### src/rtl/oit_pkg.sv
// ----------------------------------------------------------------------------
// oit_pkg
// Shared types and constants for the ordered id table: the capacity, the
// operation and status codes, the transaction structs and the cell types.
// ----------------------------------------------------------------------------
package oit_pkg;

   localparam int CAPACITY = 16;
   localparam int IDX_W    = $clog2(CAPACITY);
   localparam int CNT_W    = $clog2(CAPACITY + 1);
   localparam int ID_W     = 16;
   localparam int PAY_W    = 32;

   typedef enum logic [1:0] {
      OP_APPEND = 2'd0,
      OP_REMOVE = 2'd1,
      OP_POP    = 2'd2,
      OP_LOOKUP = 2'd3
   } op_type;

   typedef enum logic [1:0] {
      ST_OK        = 2'd0,
      ST_EMPTY     = 2'd1,
      ST_NOT_FOUND = 2'd2,
      ST_FULL      = 2'd3
   } status_type;

   typedef enum logic {
      FSM_IDLE = 1'b0,
      FSM_EXEC = 1'b1
   } fsm_type;

   typedef struct packed {
      op_type             operation;
      logic [ID_W-1:0]    entry_id;
      logic [PAY_W-1:0]   entry_payload;
   } req_type;

   typedef struct packed {
      status_type         status;
      logic [3:0]         found_index;
      logic [PAY_W-1:0]   found_payload;
      logic [4:0]         entry_count;
   } rsp_type;

   typedef struct packed {
      logic [ID_W-1:0]    id;
      logic [PAY_W-1:0]   payload;
   } entry_type;

   typedef struct packed {
      logic compare;
      logic load;
      logic shift;
   } cell_ctrl_type;

endpackage

### src/rtl/oit_cell.sv
// ----------------------------------------------------------------------------
// oit_cell
// One table slot: holds an id and payload, takes a new entry on load or its
// upper neighbour's entry on shift, and registers an id compare flag.
// ----------------------------------------------------------------------------
module oit_cell (
   input  logic                      clock,
   input  logic                      reset,
   input  oit_pkg::cell_ctrl_type    ctrl,
   input  logic                      occupied,
   input  logic [oit_pkg::ID_W-1:0]  key,
   input  oit_pkg::entry_type        load_entry,
   input  oit_pkg::entry_type        next_entry,
   output oit_pkg::entry_type        entry,
   output logic                      match
);

   oit_pkg::entry_type entry_ff, entry_in;
   logic               match_ff, match_in;

   always_comb begin
      priority if (ctrl.load) begin
         entry_in = load_entry;
      end else if (ctrl.shift) begin
         entry_in = next_entry;
      end else begin
         entry_in = entry_ff;
      end
   end

   // hold the flag until the next transaction is accepted
   assign match_in = ctrl.compare ? (occupied && (entry_ff.id == key)) : match_ff;

   always_ff @(posedge clock) begin
      entry_ff <= entry_in;
   end

   always_ff @(posedge clock) begin
      if (reset) begin
         match_ff <= 1'b0;
      end else begin
         match_ff <= match_in;
      end
   end

   assign entry = entry_ff;
   assign match = match_ff;

endmodule

### src/rtl/oit_pick.sv
// ----------------------------------------------------------------------------
// oit_pick
// Resolve the first matching cell: one-hot select, mask of the cells below it,
// encoded position and the selected payload.
// ----------------------------------------------------------------------------
module oit_pick (
   input  logic [oit_pkg::CAPACITY-1:0]  match,
   input  oit_pkg::entry_type            entries [oit_pkg::CAPACITY],
   output logic                          hit,
   output logic [oit_pkg::CAPACITY-1:0]  below,
   output logic [oit_pkg::IDX_W-1:0]     index,
   output logic [oit_pkg::PAY_W-1:0]     payload
);

   logic [oit_pkg::CAPACITY-1:0] first;

   // isolate the lowest set bit
   assign first = match & (~match + oit_pkg::CAPACITY'(1));
   assign hit   = |match;
   assign below = first - oit_pkg::CAPACITY'(1);

   always_comb begin
      index   = '0;
      payload = '0;
      for (int i = 0; i < oit_pkg::CAPACITY; i++) begin
         if (first[i]) begin
            index = index | oit_pkg::IDX_W'(i);
         end
         payload = payload | ({oit_pkg::PAY_W{first[i]}} & entries[i].payload);
      end
   end

endmodule

### src/rtl/ordered_id_table.sv
// ----------------------------------------------------------------------------
// ordered_id_table
// Ordered table of id/payload entries held in a row of cells.
// A start is taken only in idle, when the cells register their compare flags;
// the exec state (shift/update) registers the result; no start is taken then.
// busy is high in the update cycle only; the result strobe cannot be stalled.
// Reset empties the table; no clearing pass, start is taken at once.
// ----------------------------------------------------------------------------
module ordered_id_table (
   input  logic              clock,
   input  logic              reset,
   input  logic              start,
   output logic              busy,
   input  oit_pkg::req_type  req_item,
   output logic              rsp_strobe,
   output oit_pkg::rsp_type  rsp_item
);

   localparam int CAP = oit_pkg::CAPACITY;

   oit_pkg::fsm_type              state_ff, state_in;
   oit_pkg::req_type              req_ff, req_in;
   logic [oit_pkg::CNT_W-1:0]     count_ff, count_in;
   oit_pkg::rsp_type              rsp_ff, rsp_in;
   logic                          strobe_ff, strobe_in;

   oit_pkg::cell_ctrl_type        ctrl [CAP];
   oit_pkg::entry_type            entries [CAP];
   logic [CAP-1:0]                match;
   logic [CAP-1:0]                occupied;

   logic                          hit;
   logic [CAP-1:0]                below;
   logic [oit_pkg::IDX_W-1:0]     hit_index;
   logic [oit_pkg::PAY_W-1:0]     hit_payload;

   logic                          accept;
   logic                          full;
   logic                          empty;
   oit_pkg::entry_type            new_entry;

   assign accept    = start && (state_ff == oit_pkg::FSM_IDLE);
   assign full      = (count_ff == oit_pkg::CNT_W'(CAP));
   assign empty     = (count_ff == '0);
   assign new_entry = '{id: req_ff.entry_id, payload: req_ff.entry_payload};

   genvar g;
   generate
      for (g = 0; g < CAP; g++) begin : g_cell
         assign occupied[g] = (oit_pkg::CNT_W'(g) < count_ff);

         oit_cell u_cell (
            .clock      (clock),
            .reset      (reset),
            .ctrl       (ctrl[g]),
            .occupied   (occupied[g]),
            .key        (req_item.entry_id),
            .load_entry (new_entry),
            .next_entry ((g == CAP - 1) ? entries[g] : entries[(g + 1) % CAP]),
            .entry      (entries[g]),
            .match      (match[g])
         );
      end
   endgenerate

   oit_pick u_pick (
      .match   (match),
      .entries (entries),
      .hit     (hit),
      .below   (below),
      .index   (hit_index),
      .payload (hit_payload)
   );

   always_comb begin
      state_in  = state_ff;
      req_in    = req_ff;
      count_in  = count_ff;
      rsp_in    = rsp_ff;
      strobe_in = 1'b0;
      for (int i = 0; i < CAP; i++) begin
         ctrl[i] = '{compare: accept, load: 1'b0, shift: 1'b0};
      end

      unique case (state_ff)
         oit_pkg::FSM_IDLE: begin
            if (accept) begin
               req_in   = req_item;
               state_in = oit_pkg::FSM_EXEC;
            end
         end
         oit_pkg::FSM_EXEC: begin
            state_in             = oit_pkg::FSM_IDLE;
            strobe_in            = 1'b1;
            rsp_in.status        = oit_pkg::ST_OK;
            rsp_in.found_index   = '0;
            rsp_in.found_payload = '0;
            unique case (req_ff.operation)
               oit_pkg::OP_APPEND: begin
                  if (full) begin
                     rsp_in.status = oit_pkg::ST_FULL;
                  end else begin
                     for (int i = 0; i < CAP; i++) begin
                        ctrl[i].load = (oit_pkg::CNT_W'(i) == count_ff);
                     end
                     count_in = count_ff + oit_pkg::CNT_W'(1);
                  end
               end
               oit_pkg::OP_REMOVE: begin
                  if (empty) begin
                     rsp_in.status = oit_pkg::ST_EMPTY;
                  end else if (!hit) begin
                     rsp_in.status = oit_pkg::ST_NOT_FOUND;
                  end else begin
                     // close the gap: every cell from the match upward advances
                     for (int i = 0; i < CAP; i++) begin
                        ctrl[i].shift = !below[i];
                     end
                     rsp_in.found_index = 4'(hit_index);
                     count_in           = count_ff - oit_pkg::CNT_W'(1);
                  end
               end
               oit_pkg::OP_POP: begin
                  if (empty) begin
                     rsp_in.status = oit_pkg::ST_EMPTY;
                  end else begin
                     for (int i = 0; i < CAP; i++) begin
                        ctrl[i].shift = 1'b1;
                     end
                     count_in = count_ff - oit_pkg::CNT_W'(1);
                  end
               end
               oit_pkg::OP_LOOKUP: begin
                  if (!hit) begin
                     rsp_in.status = oit_pkg::ST_NOT_FOUND;
                  end else begin
                     rsp_in.found_index   = 4'(hit_index);
                     rsp_in.found_payload = hit_payload;
                  end
               end
               default: begin
                  rsp_in.status = oit_pkg::ST_OK;
               end
            endcase
            rsp_in.entry_count = 5'(count_in);
         end
         default: begin
            state_in = oit_pkg::FSM_IDLE;
         end
      endcase
   end

   always_ff @(posedge clock) begin
      if (reset) begin
         state_ff  <= oit_pkg::FSM_IDLE;
         count_ff  <= '0;
         strobe_ff <= 1'b0;
      end else begin
         state_ff  <= state_in;
         count_ff  <= count_in;
         strobe_ff <= strobe_in;
      end
   end

   always_ff @(posedge clock) begin
      req_ff <= req_in;
      rsp_ff <= rsp_in;
   end

   assign busy       = (state_ff == oit_pkg::FSM_EXEC);
   assign rsp_strobe = strobe_ff;
   assign rsp_item   = rsp_ff;

endmodule
### config.mk
export PLATFORM = sky130hd
export DESIGN_NAME = ordered_id_table
export DESIGN_NICKNAME = d
export VERILOG_FILES = /design/src/rtl/oit_pkg.sv /design/src/rtl/oit_cell.sv /design/src/rtl/oit_pick.sv /design/src/rtl/ordered_id_table.sv
export SDC_FILE = /design/constraint.sdc
export NUM_CORES = 1
export LEC_CHECK = 0
export BUFFER_PORTS_ARGS = -buffer_cell sky130_fd_sc_hd__buf_2
export CAP_MARGIN = 30
export CORE_AREA = 5 5 419 421
export DETAILED_ROUTE_END_ITERATION = 8
export DIE_AREA = 0 0 424 426
export PLACE_DENSITY_LB_ADDON = 0.25
export SYNTH_ARGS = -nofsm -noshare
export SYNTH_HDL_FRONTEND = slang
export SYNTH_SLANG_ARGS = --single-unit
### constraint.sdc
create_clock -name clock -period 10.8 [get_ports clock]
set_clock_uncertainty 0.2 [all_clocks]
set_input_delay 1.08 -clock clock [delete_from_list [all_inputs] [get_ports clock]]
set_output_delay 1.08 -clock clock [all_outputs]
set_load 0.02 [all_outputs]
Word-level counts from Yosys, hierarchy flattened
Cells that the tools add are included.
{ "op_classes": {"addsub": 4, "magnitude_cmp": 16, "eq_ne": 35, "muxes": 159, "n_bitwise": 34, "reduce_logical": 53} }
{ "ops": {"columns": ["operator", "count"], "rows": [
  ["$mux W48", 30],
  ["$and A32 B32 Y32", 16],
  ["$or A32 B32 Y32", 15],
  ["$eq A16 B16 Y1", 16],
  ["$mux W1", 69],
  ["$mux W2", 21],
  ["$eq A4 B5 Y1 const A", 8],
  ["$lt A4 B5 Y1 const A", 8],
  ["$mux W4", 10],
  ["$mux W36", 1],
  ["$pmux W1 S2", 17],
  ["$reduce_bool A2 Y1", 15],
  ["$eq A3 B5 Y1 const A", 4],
  ["$lt A3 B5 Y1 const A", 4],
  ["$mux W5", 4],
  ["$logic_and A1 B1 Y1", 17],
  ["$add A16 B1 Y16 const B", 1],
  ["$and A16 B16 Y16", 1],
  ["$logic_not A1 Y1", 16],
  ["$not A16 Y16", 1],
  ["$reduce_or A16 Y1", 1],
  ["$sub A16 B1 Y16 const B", 1],
  ["$pmux W5 S3", 1],
  ["$mux W3", 4],
  ["other kinds (15)", 20]
]} }
{ "totals": {"reg_bits": 884, "input_bits": 53, "output_inout_bits": 45, "wordCells": 359} }

Depth between registers and ports, before layout
Gate-level depths: netlist of run 1.
{ "logic_depth": {"word_depth": 21, "depth_mapped": 11, "depth_no_buf": 8} }

Modules after synthesis
A second synthesis of run 1 with hierarchy kept.
{ "hier_totals": {"hier_cells": 3029, "hier_area_um2": 43899.6} }
{ "modules_own_cells": {"columns": ["mod", "n_inst", "cells_each", "area_per_inst_um2", "seq_area_each_um2"], "rows": [
  ["oit_cell", 16, 129, 2233.4, 1461.4],
  ["ordered_id_table", 1, 309, 4181.5, 2932.8],
  ["oit_pick", 1, 656, 3983.8, 0.0]
]} }

Least setup slack after synthesis of run 1
Ideal clock, no wire load.
{ "synth_path": {"path_type": "register to register", "start": "register count_ff[0] in the netlist's numbering", "end": "register g_cell[5].u_cell.entry_ff, in the netlist g_cell[5].u_cell.entry[0] (enable)", "setup_time_ps": 520, "arrival_time_ps": 5447, "t_required_ps": 10080, "path_slack_ps": 4633, "path_stages_with_launch": 11, "path_buffers": 2, "synth_period_minus_slack_ps": 6167, "path_cell_list": "dfxtp_1 clkbuf_1 inv_1 ha_1 or4b_1 clkbuf_1 and2_1 a21boi_2 nand2b_4 nand3_1 o21ai_0"} }
{ "synth_via": {"elab_chain_cells": 5, "word_cells_on_any_way": 10, "cone_classes": "2 x eq/ne; 6 x mux; 2 x reduce/logical"} }
{ "synth_rtl": {"columns": ["item", "line_no", "text"], "rows": [
  ["from (decl)", "ordered_id_table.sv:23", "logic [oit_pkg::CNT_W-1:0] count_ff, count_in;"],
  ["from (signal assigned)", "ordered_id_table.sv:160", "count_ff <= count_in;"],
  ["$logic_not A5 Y1 (tied with other cells)", "ordered_id_table.sv:44", "assign empty = (count_ff == '0);"],
  ["$mux W1 (on tied branches)", "ordered_id_table.sv:124, ordered_id_table.sv:100, ordered_id_table.sv:110", null],
  ["$pmux W1 S2 or $mux W1 (tied branches)", "ordered_id_table.sv:98", "unique case (req_ff.operation)"],
  ["$mux W2 (*)", "ordered_id_table.sv:85", "unique case (state_ff)"],
  ["$reduce_bool A2 Y1 (no source line) (*)", null, null],
  ["to (signal assigned)", "oit_cell.sv:35", "entry_ff <= entry_in;"],
  ["to (decl)", "oit_cell.sv:18", "oit_pkg::entry_type entry_ff, entry_in;"]
]} }
Every way passes the cells marked *; elsewhere a longest branch is shown, timed or not.
A chain may end at the register's enable or synchronous reset.

Worst setup path in the final report of run 1
{ "layout_path": {"start": "register count_ff[0] in the netlist's numbering", "end": "register g_cell[14].u_cell.entry_ff, in the netlist g_cell[14].u_cell.entry[1] (enable)"} }
{ "layout_via": {"elab_chain_cells": 5, "word_cells_on_any_way": 10, "cone_classes": "2 x eq/ne; 6 x mux; 2 x reduce/logical"} }
{ "layout_rtl": {"columns": ["item", "line_no"], "rows": [
  ["$logic_not A5 Y1 (tied with other cells)", "ordered_id_table.sv:44"],
  ["$mux W1 (on tied branches)", "ordered_id_table.sv:124, ordered_id_table.sv:100, ordered_id_table.sv:110"],
  ["$pmux W1 S2 or $mux W1 (tied branches)", "ordered_id_table.sv:98"],
  ["$mux W2 (*)", "ordered_id_table.sv:85"],
  ["$reduce_bool A2 Y1 (no source line) (*)", null],
  ["to (signal assigned)", "oit_cell.sv:35"],
  ["to (decl)", "oit_cell.sv:18"]
]} }
Marks and branches as above.

==> results of run 1 <==
sequential cells by signal, summed over array words and instances, names as in the netlist:
name and flops:
g_cell.u_cell.entry 768, new_entry 48, rsp_item 43, g_cell.u_cell.match 16
count_ff 5, req_ff 2, busy 1, rsp_strobe 1
path summary, 6_finish.rpt:
kind,depth (start not counted),from,slack [ns],end
max,10,count_ff[0],5.93,g_cell[14].u_cell.entry[1]
min,2,g_cell[14].u_cell.match,0.30,g_cell[14].u_cell.match
max reg2reg,10,count_ff[0],5.93,g_cell[14].u_cell.entry[1]
min reg2reg,2,g_cell[14].u_cell.match,0.30,g_cell[14].u_cell.match
metal layers:
layer / global-route usage [%] / routed length (um)
met5: 0 / 0
met2: 25.9 / 68700
met1: 21.7 / 66100
met3: 2.36 / 7400
met4: 4.07 / 3770
logic make-up (layout without fill, tap and decap cells):
group	Yosys count	after routing	synth area share (%)
AO/OA/AOI/OAI	386	386	6.66
flip-flops	884	884	61.7
AND/OR/NAND/NOR	362	362	4.52
multiplexers	722	722	19.1
buffers and inverters	262	366	2.45
XOR/XNOR	258	258	5.30
adder cells (fa/ha/maj)	9	9	0.264
cell type report:
| class | count | area, sq um | area share [%] |
|---|---|---|---|
| Inverter | 15 | 58.8 | 0.120 |
| Clock inverter | 44 | 408 | 0.833 |
| Timing Repair Buffer | 175 | 1190 | 2.42 |
| Tap cell | 2233 | 2790 | 5.70 |
| Sequential cell | 884 | 26300 | 53.8 |
| Multi-Input combinational cell | 1737 | 15600 | 31.9 |
| Clock buffer | 132 | 2600 | 5.31 |
critical path, delay by kind of cell, from the launching register on:
kind | cells | cell delay, ns
flops | 1 | 0.59
simple gates | 4 | 1.18
fa+ha+maj | 1 | 0.34
buf+inv | 3 | 1.26
compound gates | 2 | 0.81
cells in the mapped netlist (6+ instances only):
library cell	number	area [sq um]
edfxtp_1	861	25900
a2111oi_0	12	105
and4_1	7	61.3
a221oi_1	47	412
nor4_1	39	244
nor2_1	53	199
nand3_1	15	75.1
nor2b_1	7	43.8
a32oi_1	10	87.6
xor2_1	143	1250
a22o_1	18	158
a211oi_1	13	97.6
nor3_1	35	175
o2bb2ai_1	6	52.6
buf_1	59	221
inv_1	14	52.6
a22oi_1	89	668
a221o_1	9	90.1
nand2_1	100	375
buf_2	23	115
o21bai_1	6	45.0
o21ai_0	39	195
clkbuf_1	159	597
ha_1	9	113
xnor2_1	115	1010
nand4_1	41	257
a31oi_1	21	131
a21oi_1	56	280
dfxtp_1	23	460
and3_1	15	93.8
o22ai_1	11	68.8
mux2_2	722	8130
a222oi_1	23	230
and2_1	10	62.6
where the power goes:
| part | switching, mW | internal (mW) | total, mW | leakage (nW) |
|---|---|---|---|---|
| sequential | 0.0715 | 3.75 | 3.82 | 7.99 |
| combinational | 0.145 | 0.0679 | 0.213 | 5.60 |
| clock | 1.42 | 1.83 | 3.25 | 1.45 |
| total | 1.64 | 5.64 | 7.28 | 15.0 |
placed cells by master (no fill, tap or decap), types with 23 or more instances in the layout:
master     netlist  final
buf_4            2     71
a221oi_1        47     47
nand4_1         41     41
clkbuf_1       159     32
buf_2           23     97
edfxtp_1       861    861
nor4_1          39     37
xnor2_1        115    115
o21ai_0         39     37
a22oi_1         89     89
a21oi_1         56     56
nor3_1          35     33
clkinv_1         1     24
mux2_2         722    722
xor2_1         143    143
a222oi_1        23     23
nand2_1        100     99
nor2_1          53     48
clkbuf_16        0     98
metrics by stage:
step                      power, mW  utilization [%]  std cells  setup slack (ns)
final                          7.28             28.6       5220              5.93
after global routing           7.54             28.6       5220              5.75
after CTS                      7.38             28.6       5217              5.96
after detailed placement       4.11             26.8       5041              6.01
after global placement         4.11             26.8       5037              6.12
after floorplan                3.98                -       2883              4.63
==> results.yml, run 1 <==
logic_synthesis:
  postSynthAreaPerCell_sq_um: 14.8
  synth-seq-area-share_pct: 61.7
  ys_warn_count: 0
  synth_cells: 2883
  synth_edf_count: 861
  ys_ff_latch: 884
  synth_fp_nets: 2945
  synth.cell_area_sq_mm: 0.0426
  synthDistinctLibCells: 69
  synth_flop_cell: "edfxtp_1"
  synthArstFlopShare_pct: 0
die:
  io_pins: 98
  fp.coreArea_sq_mm: 0.171
  die_h_um: 426
  chipWidth_um: 424
  rows: 152
  dieArea_sq_mm: 0.181
  start_util_pct: 24.9
cts:
  cts_sinks: 884
  cts_tree: "built"
  cts-root-buf: "clkbuf_16"
  cts_setup_buffers: 0
  clock_latency_ns: 0.72
  clockBufferDepth: 3
  cts_hold_buf: 0
  cts_resized: 0
  cts_made_buffers: 96
  path_clk_slew_ns: 0.06
  htreeDepth: 3
hold_path:
  hp-class: "reg -> reg"
layout:
  area_delta_synth_final_pct: 14.9
  nFillCells: 17192
  antenna_cells: 0
  final_nets: 2971
  design_area_sq_mm: 0.0490
  layout-drive-gt1-share_pct: 36.0
setup_path:
  critPathLaunchType: "flop"
  cp.arrival_ns: 5.00
  path_cells: "inv_1, ha_1, or4b_1, and2_1, a21boi_2, nand2b_4, nand3_1, buf_4, o22ai_4, buf_4"
  critical-path-max-stage-delay_ns: 0.69
  worstPathMaxFanout: 32
  worstSetupEndpointType: "flop"
  cp_slowest_cell: "buf_4"
  worstSetupPathType: "reg -> reg"
  critical_path_required_ns: 10.93
  crit_top_cell: "buf_4"
routing:
  drt_first_pass_iters: 6
  drt-total-wl_um: 146000
  drt_iter0_drc: 2780
  final_antenna_net_count: 0
  wl_per_cell_um: 28.0
  viasPerCell: 4.99
  drc_errors: 0
  vias: 26025
global_route:
  grt_pass1_vias: 26482
  grt_overflow_total: 0
  grt_first_pass_wirelength_um: 206000
  grt_max_degree: 50
  grt_use_total_pct: 15.7
  antenna_found_initial: 3
timing:
  fmax_mhz: 205
  holdWs_ns: 0.301
  rsz0062_at_grt: "false"
  finalSetupViolCount: 0
  setup_total_negative_slack_ns: 0
  final-hold-violation-count: 0
  finalCriticalPeriod_ns: 4.87
  slew-limit-headroom_pct: 29.1
  tightest_slew_ns: 1.05
  post-route-period-util_pct: 45.1
  drv_slew: 0
place:
  dp.final_hpwl_um: 90400
  finalWeightedCongestion: 0.808
  port_buffers: 97
  place_area_sq_mm: 0.0459
run_status:
  status: "finished clean"
power_and_ir_drop:
  p_leak_nw: 15.0
  p_per_area_mw_per_mm2: 149
  ir_drop_mv: 0.142
job:
  drv_cap: 0
Power figures use the tool's default switching activity.
==> run 2: changes to the inputs <==
Clock period 10.8 ns to 4.1 ns, I/O delays scaled along.
==> results.yml, run 2 (synthesis results as in run 1) <==
layout:
  final_cell_mix: "edfxtp_1, mux2_2, xor2_1"
  nFillCells: 17113
  final_cells: 5344
  multiInputGateArea_sq_mm: 0.0156
  largest_reg_flops: 768
  mostFrequentLayoutCell: "edfxtp_1"
  final_nets: 3092
  layout-drive-gt1-share_pct: 37.3
  register_area_sq_mm: 0.0263
  design_area_sq_mm: 0.0503
  area_delta_synth_final_pct: 17.9
timing:
  fin_ws_ns: 0.377
  post-route-period-util_pct: 90.8
  tightest_slew_ns: 0.999
  final-hold-violation-count: 0
  rsz0062_at_grt: "false"
  finalCriticalPeriod_ns: 3.72
  slew-limit-headroom_pct: 33.1
  fmax_mhz: 269
  drv_slew: 0
  finalSetupViolCount: 0
power_and_ir_drop:
  ir_drop_mv: 0.315
  p_per_area_mw_per_mm2: 386
  p_leak_nw: 15.7
setup_path:
  worstSetupEndpointType: "flop"
  cp.arrival_ns: 3.93
  critPathLaunchType: "flop"
  critical_path_required_ns: 4.30
  worstSetupPathType: "reg -> reg"
  worstPathMaxFanout: 15
cts:
  path_clk_slew_ns: 0.07
  clock_latency_ns: 0.75
  cts_sinks: 884
  cts_resized: 0
  cts-root-buf: "clkbuf_16"
  htreeDepth: 3
  cts_tree: "built"
  cts_made_buffers: 102
  clockBufferDepth: 3
die:
  rows: 152
  start_util_pct: 24.9
  die_h_um: 426
  io_pins: 98
  chipWidth_um: 424
  dieArea_sq_mm: 0.181
  fp.coreArea_sq_mm: 0.171
routing:
  drt-total-wl_um: 147000
  final_antenna_net_count: 0
  drt_iter0_drc: 2036
  drt_first_pass_iters: 5
  vias: 26339
  viasPerCell: 4.93
  wl_per_cell_um: 27.6
  drc_errors: 0
run_status:
  status: "finished clean"
global_route:
  grt_overflow_total: 0
  grt_max_degree: 49
  grt_pass1_vias: 27604
  use_met2_pct: 27.4
  grt_first_pass_wirelength_um: 207000
  use_met3_pct: 3.41
  grt-busiest-layer: "met2"
  gr-usage-met1_pct: 19.9
  grt_use_total_pct: 15.9
  antenna_found_initial: 5
place:
  finalWeightedCongestion: 0.817
  dp.cells: 5120
  dp.final_hpwl_um: 97800
  port_buffers: 97
  dp_slack_ns: 0.372
  place_area_sq_mm: 0.0467
hold_path:
  hp-class: "in -> reg"
job:
  drv_cap: 0
[run 2: cell count changes in the layout (fill, tap and decap cells not counted), sizes merged]
| cell | previous run | this run |
|---|---|---|
| clkbuf | 132 | 133 |
| dlygate4sd3 | 0 | 39 |
| clkinvlp | 1 | 4 |
| diode | 0 | 1 |
| buf | 175 | 251 |
| clkinv | 38 | 45 |
| bufinv | 6 | 3 |
[run 2: layer usage]
metal / vias up / share of wire (%) / routed length [um]
met1: 13712 / 42 / 61400
met2: 835 / 49 / 72200
met4: 0 / 3.2 / 4740
li1: 11547 / - / -
met5: - / 0 / 0
met3: 245 / 6.1 / 8920
[run 2: path summary, 6_finish.rpt]
path	startpoint	depth (start not counted)	slack (ns)	end
worst max-delay path	count_ff[0]	10	0.38	g_cell[13].u_cell.entry[37]
worst min-delay path	req_item[34]	1	0.06	new_entry[34]
worst max register to register	count_ff[0]	10	0.38	g_cell[13].u_cell.entry[37]
worst min register to register	g_cell[9].u_cell.match	2	0.32	g_cell[9].u_cell.match
[run 2: where the power goes]
group          switching [mW]  internal, mW  total (mW)
Sequential              0.163          9.88        10.0
Combinational           0.408         0.215       0.623
Clock                    3.92          4.84        8.76
[run 2: worst max-delay path, cell delays in order, from the launching register on]
cell,delay (ns)
dfxtp_1,0.33
inv_1,0.06
ha_1,0.21
or4b_1,0.19
and2_1,0.24
a21boi_2,0.24
nand2b_4,0.18
nand3_1,0.35
buf_4,0.36
o21bai_4,0.68
buf_4,0.37
[run 2: final cells by class]
type / instances / area share (%)
Tap cell: 2233 / 5.56
Sequential cell: 884 / 52.4
Multi-Input combinational cell: 1737 / 31.0
Antenna cell: 1 / 0.00498
Clock buffer: 133 / 5.37
Clock inverter: 51 / 0.891
Inverter: 15 / 0.117
Timing Repair Buffer: 290 / 4.63
[run 2: what timing repair did]
| item | 4_1_cts | 5_1_grt |
|---|---|---|
| setup buffers | 0 | 0 |
| hold endpoints to repair | 54 | 0 |
| hold buffers | 39 | 0 |
[run 2: metrics by stage]
| step | hold slack [ns] | utilization [%] | TNS [ns] | power, mW |
|---|---|---|---|---|
| after global routing | 0.0279 | 29.4 | 0 | 20.1 |
| after CTS | 0.00193 | 29.4 | 0 | 19.7 |
| after floorplan | 0.249 | - | -52.60 | 10.5 |
| after detailed placement | 0.304 | 27.3 | 0 | 10.8 |
| after global placement | 0.282 | 27.3 | 0 | 10.8 |
| final | 0.0589 | 29.4 | 0 | 19.4 |
